## src/rtl/ppp_pkg.sv

```systemverilog
// ---------------------------------------------------------------------------
// ppp_pkg
// Shared widths and control types of the perspective point projector.
// ---------------------------------------------------------------------------
package ppp_pkg;

	// Camera-space coordinate: difference of two 32-bit values.
	localparam int CAM_W = 33;
	// Depth divisor, minus camera-space z, always below 2^32 when used.
	localparam int DZ_W = 32;
	// Scale register width.
	localparam int SCALE_W = 24;
	// Numerator magnitude: 33-bit magnitude times 24-bit scale.
	localparam int NUM_W = CAM_W + SCALE_W;
	// Screen size register width.
	localparam int SIZE_W = 13;
	localparam int PIX_W = 16;
	localparam int PIX_MAX = 32767;
	localparam int PIX_MIN = -32768;

	// Register indexes of the configuration port.
	localparam logic [2:0] REG_CAM_X = 3'd0;
	localparam logic [2:0] REG_CAM_Y = 3'd1;
	localparam logic [2:0] REG_CAM_Z = 3'd2;
	localparam logic [2:0] REG_HSCALE = 3'd3;
	localparam logic [2:0] REG_VSCALE = 3'd4;
	localparam logic [2:0] REG_WIDTH = 3'd5;
	localparam logic [2:0] REG_HEIGHT = 3'd6;

	// Control word that travels with every point down the pipeline.
	typedef struct packed {
		logic valid;
		logic behind;
		logic neg_x;
		logic neg_y;
		logic ovf_x;
		logic ovf_y;
	} ppp_ctl_t;

endpackage

```

## src/rtl/ppp_pixel.sv

```systemverilog
// ---------------------------------------------------------------------------
// ppp_pixel
// Maps plane coordinates to saturated pixel coordinates in two stages.
// ---------------------------------------------------------------------------
module ppp_pixel #(
	parameter int FRAC_BITS = 16
) (
	input  logic                             clk,
	input  logic                             arst_n,
	input  logic                             en,
	input  ppp_pkg::ppp_ctl_t                ctl,
	input  logic [FRAC_BITS+17:0]            quo_x,
	input  logic [FRAC_BITS+17:0]            quo_y,
	input  logic [ppp_pkg::SIZE_W-1:0]        view_w,
	input  logic [ppp_pkg::SIZE_W-1:0]        view_h,
	output logic                             out_valid,
	output logic signed [ppp_pkg::PIX_W-1:0] pixel_x,
	output logic signed [ppp_pkg::PIX_W-1:0] pixel_y,
	output logic                             behind_camera,
	output logic                             clipped
);
	import ppp_pkg::*;

	localparam int QB = FRAC_BITS + 18;
	localparam int PW = FRAC_BITS + 20;
	localparam int PRW = PW + SIZE_W + 1;
	localparam logic [QB-1:0] LIM = QB'(1) << (FRAC_BITS + 17);
	localparam logic signed [PW-1:0] ONE = PW'(1) << FRAC_BITS;
	localparam logic signed [PRW-1:0] BIAS = (PRW'(1) << (FRAC_BITS + 1)) - PRW'(1);
	localparam logic signed [PRW-1:0] PMAX = PRW'(PIX_MAX);
	localparam logic signed [PRW-1:0] PMIN = PRW'(PIX_MIN);

	// Clamped, signed plane value plus one, as a signed numerator.
	function automatic logic signed [PW-1:0] plane_num(input logic [QB-1:0] q,
		input logic ovf, input logic neg);
		logic [QB-1:0]          mag;
		logic signed [PW-1:0]   val;
		mag = (ovf || (q > LIM)) ? LIM : q;
		val = $signed(PW'(mag));
		return (neg ? -val : val) + ONE;
	endfunction

	// Truncating divide by 2^(FRAC_BITS+1), then 16-bit saturation.
	function automatic logic [PIX_W:0] to_pix(input logic signed [PRW-1:0] p);
		logic signed [PRW-1:0] r;
		r = p;
		if (p[PRW-1]) begin
			r = p + BIAS;
		end
		r = r >>> (FRAC_BITS + 1);
		if (r > PMAX) begin
			return {1'b1, PMAX[PIX_W-1:0]};
		end else if (r < PMIN) begin
			return {1'b1, PMIN[PIX_W-1:0]};
		end
		return {1'b0, r[PIX_W-1:0]};
	endfunction

	ppp_ctl_t              ctl_s1;
	logic signed [PRW-1:0] prod_x_s1;
	logic signed [PRW-1:0] prod_y_s1;
	logic [PIX_W:0]        res_x;
	logic [PIX_W:0]        res_y;

	always_ff @(posedge clk or negedge arst_n) begin
		if (!arst_n) begin
			ctl_s1 <= '0;
		end else if (en) begin
			ctl_s1 <= ctl;
		end
	end

	// The y axis is flipped: one minus the plane value.
	always_ff @(posedge clk) begin
		if (en) begin
			prod_x_s1 <= PRW'(plane_num(quo_x, ctl.ovf_x, ctl.neg_x))
				* $signed({1'b0, view_w});
			prod_y_s1 <= PRW'(plane_num(quo_y, ctl.ovf_y, !ctl.neg_y))
				* $signed({1'b0, view_h});
		end
	end

	always_comb begin
		res_x = to_pix(prod_x_s1);
		res_y = to_pix(prod_y_s1);
	end

	always_ff @(posedge clk or negedge arst_n) begin
		if (!arst_n) begin
			out_valid <= 1'b0;
		end else if (en) begin
			out_valid <= ctl_s1.valid;
		end
	end

	always_ff @(posedge clk) begin
		if (en) begin
			behind_camera <= ctl_s1.behind;
			if (ctl_s1.behind) begin
				pixel_x <= '0;
				pixel_y <= '0;
				clipped <= 1'b0;
			end else begin
				pixel_x <= $signed(res_x[PIX_W-1:0]);
				pixel_y <= $signed(res_y[PIX_W-1:0]);
				clipped <= res_x[PIX_W] | res_y[PIX_W];
			end
		end
	end

endmodule

```

## config.mk

```make
export PLATFORM = sky130hd
export DESIGN_NAME = ppp_pixel
export DESIGN_NICKNAME = d
export VERILOG_FILES = /design/src/rtl/ppp_pkg.sv /design/src/rtl/ppp_pixel.sv
export SDC_FILE = /design/constraint.sdc
export NUM_CORES = 2
export LEC_CHECK = 0
export BUFFER_PORTS_ARGS = -buffer_cell sky130_fd_sc_hd__buf_2
export CORE_MARGIN = 10
export CORE_UTILIZATION = 66
export CTS_CLUSTER_SIZE = 10
export DETAILED_ROUTE_END_ITERATION = 12
export PLACE_DENSITY_LB_ADDON = 0.25
export RECOVER_POWER = 25
export SLEW_MARGIN = 0
export SYNTH_ARGS = -nofsm -noshare
export SYNTH_HDL_FRONTEND = slang
export SYNTH_SLANG_ARGS = --single-unit
export TNS_END_PERCENT = 50
```

## constraint.sdc

```tcl
create_clock -name clk -period 4.3 [get_ports clk]
set_clock_uncertainty 0.1 [all_clocks]
set_input_delay 0.43 -clock clk [delete_from_list [all_inputs] [get_ports clk]]
set_output_delay 0.43 -clock clk [all_outputs]
set_load 0.03 [all_outputs]
```

==> out/results.md <==
### Status
- result of the run: complete, but fails checks
- failing checks: capacitance limit, slew limit, setup timing

### Critical path
- data arrival time of the worst path: 9.12 ns
- category of the worst setup path capture point: register
- family with the most delay on the worst path: adder cells
- worst setup path category: in2reg
- data required time at the worst endpoint: 4.45 ns
- slowest stage cell, crit path: sky130_fd_sc_hd__or4_4
- startpoint class of the critical path: primary input
- Worst R2R Path Depth: 11
- crit-path max cell delay: 0.54 ns
- worst r2r dst: pixel_y[2]
- internal reg-to-reg setup slack: 0.32 ns
- launch instance of the worst register-to-register path: prod_y_s1[10]
- worst path bufs/invs: 13
- most common cell type on the critical path: sky130_fd_sc_hd__fa_1
- worst-path fanout max: 8

### Cells and area
- antenna cells: 0
- nets@finish: 6660
- Filler Cells Inserted: 3231
- register cell area after layout: 4100 µm²
- post-route core utilization: 0.855
- total area of multi-input combinational cells: 35000 µm²
- fraction of final layout cells sized beyond drive strength 1: 0.287
- area growth from synthesis to layout: 28.6%
- cell area after layout: 52600 µm²

### GRT
- global routing usage summed across all routing layers: 0.356
- maximum number of pins on one net before global-route repair: 84
- wire length of the first global-routing pass: 202000 µm
- initial antenna violation count: 2
- global route overflow: 0
- via count of the first global-routing pass: 39.7k

### Die
- Chip Height: 269 µm
- area of the placeable core: 61600 µm²
- number of primary I/O pins: 138
- Initial Util: 0.665
- area enclosed by the die boundary: 72400 µm²
- Site Rows: 91
- horizontal die dimension: 269 µm

### Power and ir drop
- total power divided by cell area: 917 nW/µm²
- worst IR drop on VDD: 1.14 mV
- leakage: 0.0261 µW

### Timing
- Pins Over Slew Limit: 84
- final number of setup-violating endpoints: 94
- Final Hold Violating Endpoints: 0
- min cycle time layout: 8.97 ns
- setup repair after global routing missed its margin: yes
- worst slew margin relative to its limit: -0.471
- maximum clock frequency: 111 MHz
- smallest setup slack after layout: -4.67 ns
- portion of the clock cycle consumed by the worst path in the final layout: 2.09
- transition at the pin with the smallest max-transition slack: 2.21 ns
- setup TNS after final layout: -339.34 ns

### Placed design
- # port buffers: 137
- placer congestion estimate: 1.01
- dpl hpwl: 98800 µm
- total cell area at the placement stage: 49000 µm²

### Clock network
- Num Clock Sinks: 137
- Clock transition at path regs: 0.07 ns
- TritonCTS clock tree: built
- Clock H-tree levels: 4
- CTS root buf: sky130_fd_sc_hd__clkbuf_16
- TritonCTS Buffers: 17
- clock buffer depth: 2
- Skew-Pair Late Insertion Delay: 0.51 ns

### Yosys
- count of distinct cell types in the synthesized netlist: 94
- count of flip-flops with a built-in enable after synthesis: 134
- Post-Synthesis Cell Area: 40900 µm²
- Seq/Total Area, Yosys: 0.100
- most area-consuming cells after synthesis: sky130_fd_sc_hd__fa_1 (41%), sky130_fd_sc_hd__edfxtp_1 (9.8%), sky130_fd_sc_hd__inv_1 (8.3%)
- post-synthesis net count: 5742
- synthesis warning total: 0
- top post-synthesis cells by count: sky130_fd_sc_hd__inv_1 (908), sky130_fd_sc_hd__fa_1 (844), sky130_fd_sc_hd__nand2_1 (625)
- number of storage elements in the synthesis netlist: 137
- top flip-flop cell by instance count after synthesis: sky130_fd_sc_hd__edfxtp_1
- cells after synthesis: 4563
- leading cell type by number of instances after synthesis: sky130_fd_sc_hd__inv_1
- share of the synthesized area in the top cell type: 0.413
- post-synthesis area per instance: 8.97 µm²
- leading area contributor after synthesis: sky130_fd_sc_hd__fa_1
- Post-synth ARST share: 0.0219

### Drt
- number of search-and-repair iterations in the first detailed-routing pass: 9
- final wirelength: 130000 µm
- DR WL/cell: 20.5 µm
- antenna violation net count after detailed routing: 0
- vias per cell: 5.83
- drt first-iter violations: 3176
- total DRC errors in the routed layout: 0
- total number of vias: 36.9k

### Min path
- Worst Min Path Start: ctl[4]
- number of stages on the worst hold path: 2
- class of the most critical hold timing path: in2reg
- worst min-delay path endpoint: ctl_s1[4]

### Job
- number of maximum-capacitance violations: 1

[layer usage]
metal | vias to the layer above | track usage | share of wire
met2 | 1979 | 0.615 | 0.50
met5 | - | 0.0118 | 0.0011
met1 | 18400 | 0.420 | 0.36
met4 | 6 | 0.191 | 0.064
met3 | 633 | 0.0614 | 0.081
li1 | 15900 | - | -
[worst reg2reg max path: stages, from the launching register on]
cell                       delay, ns
sky130_fd_sc_hd__edfxtp_1       0.36
sky130_fd_sc_hd__or4_1          0.57
sky130_fd_sc_hd__nor4_1         0.48
sky130_fd_sc_hd__a31oi_1        0.50
sky130_fd_sc_hd__and2_0         0.42
sky130_fd_sc_hd__a311o_1        0.38
sky130_fd_sc_hd__nand2_1        0.07
sky130_fd_sc_hd__nand4_1        0.11
sky130_fd_sc_hd__o31ai_2        0.19
sky130_fd_sc_hd__buf_4          0.26
sky130_fd_sc_hd__a21boi_0       0.22
sky130_fd_sc_hd__nor2_1         0.06
[per-stage QoR]
stage | hold slack [ns] | worst slack, ns | power [µW] | instances
floorplan | 0.0344 | -5.12 | 26200 | 4563
global route | 0.0749 | -4.83 | 51800 | 6331
detailed placement | 0.127 | -5.14 | 39100 | 6168
global placement | 0.127 | -4.90 | 37800 | 6168
CTS | 0.0502 | -4.32 | 44300 | 6290
finish | 0.0734 | -4.67 | 48300 | 6331
[cells in the final DEF, fill, tap and decap left out, drive strengths merged, types with 6 or more instances in the layout]
master / Yosys / layout
a2111oi: 7 / 7
a211oi: 9 / 9
a21boi: 6 / 6
a21o: 71 / 71
a21oi: 149 / 149
a311oi: 13 / 13
a31oi: 24 / 24
and2: 431 / 431
and3: 48 / 48
and4: 8 / 8
buf: 21 / 1119
clkbuf: 204 / 21
edfxtp: 134 / 134
fa: 844 / 844
ha: 232 / 232
inv: 908 / 915
mux2: 6 / 6
mux2i: 8 / 8
nand2: 625 / 625
nand2b: 10 / 10
nand3: 65 / 65
nand4: 33 / 33
nor2: 149 / 149
nor2b: 14 / 14
nor3: 54 / 54
nor4: 29 / 29
nor4b: 6 / 6
o2111ai: 10 / 10
o211ai: 7 / 7
o21a: 11 / 11
o21ai: 74 / 74
o21bai: 21 / 21
o31ai: 15 / 15
o41ai: 8 / 8
or2: 17 / 17
or3: 17 / 17
or4: 14 / 14
xnor2: 140 / 140
xor2: 64 / 64
[kinds of logic (layout without fill, tap and decap cells)]
logic type / count (synthesis) / count (layout) / share of synthesized area
multiplexers: 14 / 14 / 0.00361
adder cells (fa/ha/maj): 1076 / 1076 / 0.484
XOR/XNOR: 204 / 204 / 0.0440
AO/OA/AOI/OAI: 465 / 465 / 0.0745
AND/OR/NAND/NOR: 1534 / 1534 / 0.190
buffers and inverters: 1133 / 2064 / 0.105
flip-flops: 137 / 137 / 0.100
[worst max path at each step]
stage | start | to | cells past startpoint
after detailed placement | quo_x[31] | prod_x_s1[43] | 38
after global routing | quo_x[28] | prod_x_s1[49] | 38
final | quo_x[28] | prod_x_s1[45] | 39
after CTS | quo_x[28] | prod_x_s1[49] | 42
after global placement | quo_y[19] | prod_y_s1[49] | 35
after floorplan | quo_x[31] | prod_x_s1[46] | 41
[layout make-up]
type | instances | share of cell area
Tap cell | 837 | 0.0199
Inverter | 908 | 0.0647
Timing Repair Buffer | 1124 | 0.161
Clock buffer | 18 | 0.00815
Sequential cell | 137 | 0.0779
Multi-Input combinational cell | 3293 | 0.664
Clock inverter | 14 | 0.00357
[where the power goes]
group          internal [µW]  switching [µW]
combinational          20600           22200
clock                    927             694
sequential              3320             456
total                  24900           23400
[registers in the layout, indices dropped and copies added, names as in the netlist]
signal         flops
prod_y_s1         50
behind_camera      1
pixel_y           16
prod_x_s1         50
pixel_x           16
clipped            1
out_valid          1
ctl_s1             2
[timing repair]
action,CTS,global route
buffers inserted,101,50
pin swaps,189,158
endpoints found under the setup margin,94,94
resized for setup,244,190
gates cloned,6,1
hold buffers,1,0
hold endpoints to repair,3,0
Power figures use the tool's default switching activity.
